$ cat src/esf_pkg.sv
// esf_pkg: shared widths and constants for the encoder spike filter
// no dependencies; imported by encoder_spike_filter_top and tb
package esf_pkg;

   localparam int POS_W      = 14;              // encoder position width
   localparam int DELTA_W    = 15;              // signed tick delta, -8192..8192
   localparam int CHANGE_W   = 16;              // signed delta change, -16384..16384
   localparam int LIMIT_W    = 15;              // acceleration limit register width
   localparam int HALF_RANGE = 8192;            // half a turn in ticks
   localparam int ENC_RANGE  = 16384;           // one full turn in ticks

   localparam logic [LIMIT_W-1:0] LIMIT_RESET = LIMIT_W'(2014);

   localparam int HISTORY_DEPTH_DEFAULT = 10;

   typedef logic [POS_W-1:0]          pos_type;
   typedef logic signed [DELTA_W-1:0] delta_type;
   typedef logic signed [CHANGE_W-1:0] change_type;
   typedef logic [LIMIT_W-1:0]        limit_type;

endpackage

$ cat src/encoder_spike_filter_top.sv
// encoder_spike_filter_top: spike filter for a 14-bit absolute encoder
// depends on esf_pkg for widths, reset limit and default history depth
//
//   channel | ports                      | direction | beat
//   req     | req_valid/req_ready        | in        | req_position
//   rsp     | rsp_valid/rsp_ready        | out       | rsp_filtered_position, rsp_anomaly,
//           |                            |           | rsp_delta_change
//   csr     | csr_we, csr_wdata          | in        | accel limit
//
// one beat per cycle sustained while rsp_ready is held; an accepted beat is presented on rsp after
// the input register, then the result register; the mean uses one constant multiply
// on the running delta sum, so the whole item is done in that single stage
// reset clears the fill count, delta history, sum and limit (back to 2014)
// an item can wait in the input register while a result waits on rsp_ready
module encoder_spike_filter_top
   import esf_pkg::*;
#(
   parameter int HISTORY_DEPTH = HISTORY_DEPTH_DEFAULT
) (
   input  logic              clock,
   input  logic              reset,
   input  logic              req_valid,
   output logic              req_ready,
   input  logic [POS_W-1:0]  req_position,
   output logic              rsp_valid,
   input  logic              rsp_ready,
   output logic [POS_W-1:0]  rsp_filtered_position,
   output logic              rsp_anomaly,
   output logic signed [CHANGE_W-1:0] rsp_delta_change,
   input  logic              csr_we,
   input  logic [LIMIT_W-1:0] csr_wdata
);

   localparam int RING_N = HISTORY_DEPTH - 1;
   localparam int FILL_W = $clog2(HISTORY_DEPTH + 1);
   localparam int SUM_W  = $clog2(RING_N * HALF_RANGE + 1) + 1;
   // rounded mean: (2*|sum| + n) / (2*n), exact reciprocal multiply
   localparam int X_W    = SUM_W + 1;
   localparam int DIV    = 2 * RING_N;
   localparam int DIV_L  = $clog2(DIV);
   localparam int SHIFT  = X_W + DIV_L;
   localparam int RECIP_W = X_W + 1;
   localparam longint unsigned RECIP_L =
      ((64'd1 << SHIFT) + longint'(DIV) - 64'd1) / longint'(DIV);
   localparam logic [RECIP_W-1:0] RECIP = RECIP_W'(RECIP_L);
   localparam logic [FILL_W-1:0] FILL_FULL = FILL_W'(HISTORY_DEPTH);

   // configuration
   limit_type limit_ff;

   // input stage
   logic    in_valid_ff;
   pos_type in_pos_ff;

   // filter state
   pos_type                  prev_pos_ff;
   delta_type                ring_ff [RING_N];
   logic signed [SUM_W-1:0]  sum_ff;
   delta_type                last_delta_ff;
   logic [FILL_W-1:0]        fill_cnt_ff;

   // result stage
   logic       rsp_valid_ff;
   pos_type    rsp_pos_ff;
   logic       rsp_anomaly_ff;
   change_type rsp_change_ff;

   logic advance;
   logic filling;
   logic push;
   logic signed [CHANGE_W-1:0] raw_diff;
   logic signed [CHANGE_W-1:0] wrap_diff;
   delta_type  meas_delta;
   change_type change_calc;
   logic [CHANGE_W-1:0] change_mag;
   logic       sum_neg;
   logic [SUM_W-1:0] sum_mag;
   logic [X_W-1:0] div_num;
   logic [X_W+RECIP_W-1:0] div_prod;
   logic [DELTA_W-1:0] mean_mag;
   delta_type  mean_val;
   logic       anomaly_in;
   pos_type    result_in;
   delta_type  delta_in;
   change_type change_in;
   logic signed [SUM_W-1:0] sum_in;

   assign advance   = in_valid_ff && (!rsp_valid_ff || rsp_ready);
   assign req_ready = !in_valid_ff || advance;
   assign filling   = fill_cnt_ff < FILL_FULL;
   assign push      = !filling || (fill_cnt_ff != '0);

   always_comb begin
      // wrapped delta into -8192..8192
      raw_diff = $signed({2'b00, in_pos_ff}) - $signed({2'b00, prev_pos_ff});
      wrap_diff = raw_diff;
      if (raw_diff > CHANGE_W'(HALF_RANGE)) begin
         wrap_diff = raw_diff - CHANGE_W'(ENC_RANGE);
      end else if (raw_diff < -CHANGE_W'(HALF_RANGE)) begin
         wrap_diff = raw_diff + CHANGE_W'(ENC_RANGE);
      end
      meas_delta = wrap_diff[DELTA_W-1:0];

      change_calc = $signed({meas_delta[DELTA_W-1], meas_delta})
                  - $signed({last_delta_ff[DELTA_W-1], last_delta_ff});
      change_mag  = change_calc[CHANGE_W-1] ? CHANGE_W'(-change_calc)
                                            : CHANGE_W'(change_calc);

      // mean of stored deltas, rounded half away from zero
      sum_neg  = sum_ff[SUM_W-1];
      sum_mag  = sum_neg ? SUM_W'(-sum_ff) : SUM_W'(sum_ff);
      div_num  = {sum_mag, 1'b0} + X_W'(RING_N);
      div_prod = (X_W+RECIP_W)'(div_num) * (X_W+RECIP_W)'(RECIP);
      mean_mag = div_prod[SHIFT +: DELTA_W];
      mean_val = sum_neg ? -$signed(mean_mag) : $signed(mean_mag);

      anomaly_in = !filling && (change_mag > {1'b0, limit_ff});
      result_in  = anomaly_in ? pos_type'(prev_pos_ff + pos_type'(mean_val)) : in_pos_ff;
      delta_in   = anomaly_in ? mean_val : meas_delta;
      change_in  = filling ? '0 : change_calc;

      sum_in = sum_ff
             + {{(SUM_W-DELTA_W){delta_in[DELTA_W-1]}}, delta_in}
             - {{(SUM_W-DELTA_W){ring_ff[RING_N-1][DELTA_W-1]}}, ring_ff[RING_N-1]};
   end

   always_ff @(posedge clock) begin
      if (reset) begin
         limit_ff <= LIMIT_RESET;
      end else if (csr_we) begin
         limit_ff <= csr_wdata;
      end
   end

   always_ff @(posedge clock) begin
      if (reset) begin
         in_valid_ff <= 1'b0;
      end else if (req_ready) begin
         in_valid_ff <= req_valid;
      end
   end

   always_ff @(posedge clock) begin
      if (req_valid && req_ready) begin
         in_pos_ff <= req_position;
      end
   end

   always_ff @(posedge clock) begin
      if (reset) begin
         prev_pos_ff   <= '0;
         sum_ff        <= '0;
         last_delta_ff <= '0;
         fill_cnt_ff   <= '0;
         for (int i = 0; i < RING_N; i++) begin
            ring_ff[i] <= '0;
         end
      end else if (advance) begin
         prev_pos_ff <= result_in;
         if (filling) begin
            fill_cnt_ff <= fill_cnt_ff + FILL_W'(1);
         end else begin
            last_delta_ff <= delta_in;
         end
         if (push) begin
            sum_ff     <= sum_in;
            ring_ff[0] <= delta_in;
            for (int i = 1; i < RING_N; i++) begin
               ring_ff[i] <= ring_ff[i-1];
            end
         end
      end
   end

   always_ff @(posedge clock) begin
      if (reset) begin
         rsp_valid_ff <= 1'b0;
      end else if (advance) begin
         rsp_valid_ff <= 1'b1;
      end else if (rsp_ready) begin
         rsp_valid_ff <= 1'b0;
      end
   end

   always_ff @(posedge clock) begin
      if (advance) begin
         rsp_pos_ff     <= result_in;
         rsp_anomaly_ff <= anomaly_in;
         rsp_change_ff  <= change_in;
      end
   end

   assign rsp_valid             = rsp_valid_ff;
   assign rsp_filtered_position = rsp_pos_ff;
   assign rsp_anomaly           = rsp_anomaly_ff;
   assign rsp_delta_change      = rsp_change_ff;

   // a replaced sample only ever leaves after the history is full
   a_anomaly_after_fill: assert property (@(posedge clock) disable iff (reset)
      rsp_valid_ff && rsp_anomaly_ff |-> fill_cnt_ff == FILL_FULL)
      else $error("anomaly flagged before history filled");

   // beats produced while still filling carry no delta change
   a_fill_zero_change: assert property (@(posedge clock) disable iff (reset)
      rsp_valid_ff && (fill_cnt_ff < FILL_FULL) |-> rsp_change_ff == '0)
      else $error("nonzero delta change during fill");

   // a replaced sample stores the mean as its delta
   a_mean_stored: assert property (@(posedge clock) disable iff (reset)
      advance && anomaly_in |=> last_delta_ff == $past(mean_val))
      else $error("mean not stored as last delta");

   // mean of wrapped deltas stays within half a turn
   a_mean_range: assert property (@(posedge clock) disable iff (reset)
      mean_mag <= DELTA_W'(HALF_RANGE))
      else $error("mean magnitude out of range");

   // a waiting input beat is not dropped while the result stalls
   a_no_drop: assert property (@(posedge clock) disable iff (reset)
      in_valid_ff && rsp_valid_ff && !rsp_ready |=> in_valid_ff && $stable(in_pos_ff))
      else $error("input beat lost under stall");

endmodule

$ cat config.mk
export PLATFORM = sky130hd
export DESIGN_NAME = encoder_spike_filter_top
export DESIGN_NICKNAME = d
export VERILOG_FILES = /design/src/esf_pkg.sv /design/src/encoder_spike_filter_top.sv
export SDC_FILE = /design/constraint.sdc
export NUM_CORES = 1
export LEC_CHECK = 0
export BUFFER_PORTS_ARGS = -buffer_cell sky130_fd_sc_hd__buf_2
export CORE_MARGIN = 8
export CORE_UTILIZATION = 46
export DETAILED_ROUTE_END_ITERATION = 6
export PLACE_DENSITY_LB_ADDON = 0.08
export SYNTH_ARGS = -nofsm -noshare
export SYNTH_HDL_FRONTEND = slang
export SYNTH_SLANG_ARGS = --single-unit
$ cat constraint.sdc
create_clock -name clock -period 22 [get_ports clock]
set_input_delay 4.4 -clock clock [delete_from_list [all_inputs] [get_ports clock]]
set_output_delay 4.4 -clock clock [all_outputs]
set_load 0.05 [all_outputs]
==> impl_metrics.py, run 1 <==
metrics = {
    "grt": {
        "overflow": 0,
        "antenna_found_initial": 0,
        "grt_pass1_vias": 13600,
        "grt_max_degree": 122,
        "track_usage": 0.196,
        "grt_pass1_wl_um": 75300,
    },
    "cts": {
        "cts_tree": "built",
        "cts_hold_buffers": 0,
        "clk-insertion-delay-late_ns": 0.55,
        "cts_max_level": 1,
        "cts_inserted_buffers": 26,
        "clock_path_buffers": 3,
        "post_cts_buffers": 0,
        "cts-root-buf": "clkbuf_16",
        "clk_pin_slew_worst_paths_ns": 0.06,
        "clock_sinks": 248,
        "cts_resized": 0,
    },
    "synthesis": {
        "netlist_area_um2": 19100,
        "syn_avg_cell_area_um2": 10.2,
        "synth.area.top_cells": "edfxtp_1 (28%), ha_1 (15%), fa_1 (9.7%)",
        "synth_top_area_cell": "edfxtp_1",
        "ys_seq_area_frac": 0.355,
        "synth_edf_count": 180,
        "synth_flop_cell": "edfxtp_1",
        "synth_cells": 1870,
        "ys_ff_latch": 248,
        "yosysTopAreaCellShare": 0.284,
        "synthArstFlopShare": 0,
        "synth_nets": 2225,
        "synth_cell_type_count": 84,
        "synth_warnings": 0,
    },
    "floorplan": {
        "io_pins": 67,
        "die_h_um": 220,
        "die_area_um2": 48200,
        "rows": 74,
        "start_util": 0.467,
        "core_area_um2": 40800,
        "die_w_um": 220,
    },
    "worst_hold_path": {
        "min_path_type": "reg2reg",
    },
    "timing": {
        "max_freq_mhz": 82.5,
        "relSlewSlack": 0.312,
        "finalHoldViolations": 0,
        "hold_ws_ns": 0.462,
        "finalSetupViolations": 0,
        "fin_crit_sh": 0.551,
        "period_needed_ns": 12.12,
        "grt_setup_unrepaired": "false",
        "fin_skew_ns": 0.0123,
        "finalSetupTns_ns": 0,
        "worst_pin_slew_ns": 1.02,
        "slew_violations": 0,
    },
    "worst_setup_path": {
        "worst_ep_required_time_ns": 22.44,
        "cp.arrival_ns": 12.57,
        "worst_path_most_repeated_cell": "fa_1",
        "setup.worst_path.end_class": "register",
        "critPathMaxFanout": 28,
        "critPathLaunchType": "register",
        "worstSetupPathType": "reg2reg",
        "crit_slowest_cell": "or4b_2",
        "crit_path_max_incr_delay_ns": 0.66,
    },
    "outcome": {
        "outcome": "finished, final reports clean",
    },
    "power": {
        "vdd_ir_drop_max_v": 0.000111,
        "p_per_area_nw_per_um2": 134,
        "p_leak_uw": 0.00987,
    },
    "place": {
        "port_buffers": 66,
        "dp_cells": 2420,
        "gp_congestion": 0.921,
        "placed_area_um2": 19900,
        "hpwlAfterDp_um": 36500,
    },
    "layout": {
        "diodes": 0,
        "syn_to_final_growth_pct": 8.94,
        "final_cells": 2468,
        "drive_gt1_frac": 0.0868,
        "final_util": 0.509,
        "final_nets": 2271,
        "final_area_um2": 20800,
    },
    "route": {
        "final_antenna_net_count": 0,
        "wl_per_cell_um": 19.0,
        "num_vias": 13400,
        "drc": 0,
        "drt-initial-drc-count": 805,
        "viasPerCell": 5.42,
        "drt-total-wl_um": 47000,
        "drtPass1Iterations": 7,
    },
    "flow_run": {
        "max_cap_viol_count": 0,
    },
}
-- cell type report --
class                      instances  area [um2]
clock buffer                      39         749
clock inverter                     9         106
fill                            3778       20100
inverter                         260         982
multi-input combinational       1302       11100
sequential                       248        6770
tap                              532         666
timing repair buffer              78         420
-- placed cells by master (no fill, tap or decap), types with 7 or more instances in the layout --
cell type | netlist | layout
inv_1 | 256 | 255
ha_1 | 229 | 229
edfxtp_1 | 180 | 180
and3_1 | 131 | 131
nor2_1 | 119 | 119
nand2_1 | 99 | 99
fa_1 | 92 | 92
xnor2_1 | 78 | 78
a21oi_1 | 69 | 68
dfxtp_1 | 68 | 68
buf_2 | 2 | 66
o21ai_0 | 65 | 64
xor2_1 | 56 | 56
a21o_1 | 39 | 39
nor3_1 | 35 | 35
clkbuf_16 | 0 | 26
and2_1 | 20 | 20
a211oi_1 | 20 | 20
nand3_1 | 17 | 17
o211ai_1 | 16 | 16
a31oi_1 | 15 | 15
mux2i_1 | 15 | 15
o31ai_1 | 14 | 14
nand2b_1 | 13 | 13
mux2_2 | 12 | 12
o21a_1 | 12 | 12
buf_4 | 2 | 12
or3_1 | 11 | 11
mux2_4 | 10 | 10
nand4_1 | 9 | 9
o21bai_1 | 9 | 9
nor2b_1 | 8 | 8
nor4_1 | 8 | 8
clkbuf_1 | 53 | 8
o41ai_1 | 7 | 7
-- stage by stage --
stage	setup WS [ns]	power [uW]
4_1_cts	9.98	2810
3_5_place_dp	10.04	2350
2_1_floorplan	11.33	1880
6_report	9.88	2790
5_1_grt	8.86	3070
3_3_place_gp	10.08	2340
-- cell usage after synthesis, types with 35 or more instances --
master,number
nand2_1,99
nor3_1,35
xnor2_1,78
dfxtp_1,68
clkbuf_1,53
inv_1,256
ha_1,229
and3_1,131
edfxtp_1,180
fa_1,92
a21o_1,39
o21ai_0,65
nor2_1,119
xor2_1,56
a21oi_1,69
-- worst max-delay path: cells and delay by family, from the launching register on --
family / cells / cell delay [ns]
flip-flops: 1 / 0.31
buffers and inverters: 6 / 1.00
AO/OA/AOI/OAI: 14 / 3.04
XOR/XNOR: 3 / 1.00
adder cells (fa/ha/maj): 9 / 3.83
AND/OR/NAND/NOR: 10 / 2.35
multiplexers: 1 / 0.46
-- kinds of logic (layout without fill, tap and decap cells) --
group	count (synthesis)	after routing	share of synthesized area
simple gates	494	494	0.133
compound gates	314	314	0.114
fa+ha+maj	321	321	0.247
buf+inv	320	386	0.0646
xor+xnor	136	136	0.0633
flops	248	248	0.355
mux	37	37	0.0228
-- final timing paths --
check                                      from                       endpoint  slack [ns]  cells past startpoint
setup / recovery        sum_ff[17]$_SDFFE_PP0P_        sum_ff[14]$_SDFFE_PP0P_        9.88                     43
hold / removal    last_delta_ff[5]$_SDFFE_PP0P_  last_delta_ff[5]$_SDFFE_PP0P_        0.46                      2
setup reg to reg        sum_ff[17]$_SDFFE_PP0P_        sum_ff[14]$_SDFFE_PP0P_        9.88                     43
hold reg to reg   last_delta_ff[5]$_SDFFE_PP0P_  last_delta_ff[5]$_SDFFE_PP0P_        0.46                      2
-- sequential cells by signal, indices dropped and copies added (netlist names), 14 cells and up --
| name | count |
|---|---|
| rsp_filtered_position | 14 |
| ring_ff | 135 |
| limit_ff | 15 |
| sum_ff | 18 |
| last_delta_ff | 15 |
| in_pos_ff | 14 |
| rsp_delta_change | 16 |
| prev_pos_ff | 14 |
-- layer usage --
metal	routed length [um]	up-vias	global-route usage
met2	23000	213	0.335
met5	0	-	0
met4	1420	0	0.0616
met1	21200	6483	0.260
met3	1380	71	0.0186
li1	-	6611	-
-- where the power goes --
group	internal (uW)	total, uW	switching (uW)
registers	526	539	12.9
clock network	250	437	187
logic	677	1810	1130
Power figures use the tool's default switching activity.
==> inputs of run 2 (changes only) <==
- clock period: 22 -> 11.69 ns (I/O delays scaled with it)
==> impl_metrics.py, run 2 (synthesis gave the netlist of run 1 again) <==
metrics = {
    "route": {
        "dr_wl_met3_um": 1460,
        "wl_per_cell_um": 18.8,
        "drt-initial-drc-count": 656,
        "drc": 0,
        "drt-total-wl_um": 47000,
        "final_antenna_net_count": 0,
        "routed.top_layer": "met5",
        "drt-met1-wl_um": 20800,
        "num_vias": 13500,
        "met2_length_um": 22500,
        "viasPerCell": 5.42,
        "drtPass1Iterations": 5,
    },
    "layout": {
        "drive_gt1_frac": 0.113,
        "largest_reg_flops": 135,
        "n_fill_cell": 3691,
        "final_common_cell": "inv_1",
        "multi_input_area_um2": 11200,
        "final_util": 0.518,
        "final_nets": 2297,
        "final_cell_mix": "inv_1 (255), ha_1 (227), edfxtp_1 (180)",
        "syn_to_final_growth_pct": 11.0,
        "final_area_um2": 21200,
        "regMostFlops": "ring_ff",
        "final-seq-area_um2": 6770,
    },
    "worst_setup_path": {
        "crit_slowest_cell": "or4b_2",
        "crit-reg2reg-launch": "sum_ff[2]$_SDFFE_PP0P_",
        "critPathCapture": "sum_ff[17]$_SDFFE_PP0P_",
        "setup.worst_path.end_class": "register",
        "worst_ep_required_time_ns": 12.08,
        "critPathMaxFanout": 8,
        "critPathLaunch": "sum_ff[2]$_SDFFE_PP0P_",
        "cp.arrival_ns": 11.51,
        "reg2reg_depth": 37,
        "r2r_slack_ns": 0.57,
        "crit_path_max_incr_delay_ns": 0.69,
        "critPathLaunchType": "register",
        "worst_path_most_repeated_cell": "ha_1",
        "worstSetupPathType": "reg2reg",
        "r2r-end": "sum_ff[17]$_SDFFE_PP0P_",
    },
    "cts": {
        "clock_sinks": 248,
        "clock_path_buffers": 3,
        "cts_max_level": 1,
        "clk-insertion-delay-late_ns": 0.55,
        "clk_pin_slew_worst_paths_ns": 0.06,
        "cts_inserted_buffers": 26,
        "cts_tree": "built",
        "cts_hold_buffers": 0,
        "cts-root-buf": "clkbuf_16",
    },
    "place": {
        "gp_congestion": 0.937,
        "placed_area_um2": 20100,
        "hpwlAfterDp_um": 36400,
        "port_buffers": 66,
    },
    "timing": {
        "period_needed_ns": 11.12,
        "finalSetupViolations": 0,
        "slew_violations": 0,
        "worst_pin_slew_ns": 1.04,
        "relSlewSlack": 0.303,
        "hold_ws_ns": 0.460,
        "fin_crit_sh": 0.951,
        "fin_skew_ns": 0.0108,
        "finalHoldViolations": 0,
        "max_freq_mhz": 89.9,
    },
    "grt": {
        "grt_pass1_wl_um": 75000,
        "grt_pass1_vias": 13800,
        "grt_max_degree": 100,
        "track_usage": 0.196,
        "antenna_found_initial": 2,
        "overflow": 0,
    },
    "floorplan": {
        "rows": 74,
        "die_w_um": 220,
        "die_area_um2": 48200,
        "die_h_um": 220,
        "core_area_um2": 40800,
        "start_util": 0.467,
        "io_pins": 67,
    },
    "power": {
        "p_leak_uw": 0.0101,
        "vdd_ir_drop_max_v": 0.000205,
        "power_uw": 5440,
        "p_per_area_nw_per_um2": 257,
    },
    "worst_hold_path": {
        "min_path_type": "reg2reg",
    },
    "flow_run": {
        "max_cap_viol_count": 0,
    },
    "outcome": {
        "outcome": "finished, final reports clean",
    },
}
[run 2: cell count changes in the layout (fill, tap and decap cells not counted), moves of 4 or more]
cell,change
buf_4,+26
clkbuf_1,-4
o21ai_0,-5
o21ai_1,+4
xnor2_1,-4
xnor2_2,+4
[run 2: what timing repair did]
action,in CTS,in global routing
buffers inserted,0,3
endpoints found under the setup margin,0,8
endpoints found under the hold margin,0,0
resized for setup,0,32
[run 2: critical path, delay by kind of cell (launching register included)]
family          cells  cell delay, ns
fa+ha+maj           9            3.74
buf+inv             2            0.40
flops               1            0.41
simple gates       11            2.92
mux                 1            0.42
xor+xnor            5            1.08
compound gates      9            1.97
[run 2: worst min path at each step]
| stage | startpoint | end | slack, ns | cells past startpoint |
|---|---|---|---|---|
| 6_report | last_delta_ff[6]$_SDFFE_PP0P_ | last_delta_ff[6]$_SDFFE_PP0P_ | 0.46 | 2 |
| 5_1_grt | last_delta_ff[5]$_SDFFE_PP0P_ | last_delta_ff[5]$_SDFFE_PP0P_ | 0.48 | 2 |
| 4_1_cts | last_delta_ff[6]$_SDFFE_PP0P_ | last_delta_ff[6]$_SDFFE_PP0P_ | 0.46 | 2 |
| 3_5_place_dp | last_delta_ff[6]$_SDFFE_PP0P_ | last_delta_ff[6]$_SDFFE_PP0P_ | 0.45 | 2 |
| 3_3_place_gp | last_delta_ff[6]$_SDFFE_PP0P_ | last_delta_ff[6]$_SDFFE_PP0P_ | 0.44 | 2 |
| 2_1_floorplan | last_delta_ff[12]$_SDFFE_PP0P_ | last_delta_ff[12]$_SDFFE_PP0P_ | 0.44 | 2 |
[run 2: metrics by stage]
stage	worst slack, ns	setup TNS (ns)	std cells
after floorplan	1.02	0	1870
final	0.571	0	2495
after global routing	-0.0125	-0.0125	2494
after CTS	0.110	0	2491
after detailed placement	0.178	0	2443
after global placement	0.228	0	2443
[run 2: final cells by class]
type                            instances  share of cell area
Antenna cell                            1            0.000118
Inverter                              260              0.0464
Timing Repair Buffer                  104              0.0291
Sequential cell                       248               0.320
Clock inverter                         11             0.00662
Tap cell                              532              0.0315
Clock buffer                           37              0.0357
Multi-Input combinational cell       1302               0.531
[run 2: report_power, final]
part / internal, uW / total [uW] / leakage (uW) / switching [uW]
Combinational: 1380 / 3570 / 0.00724 / 2190
Sequential: 990 / 1020 / 0.00239 / 25.8
Clock: 498 / 855 / 0.000437 / 356
Total: 2870 / 5440 / 0.0101 / 2570
[run 2: per-layer routing]
metal | vias to the layer above | track usage
li1 | 6655 | -
met1 | 6531 | 0.249
met2 | 233 | 0.331
met3 | 109 | 0.0239
met4 | 2 | 0.0870
met5 | - | 0
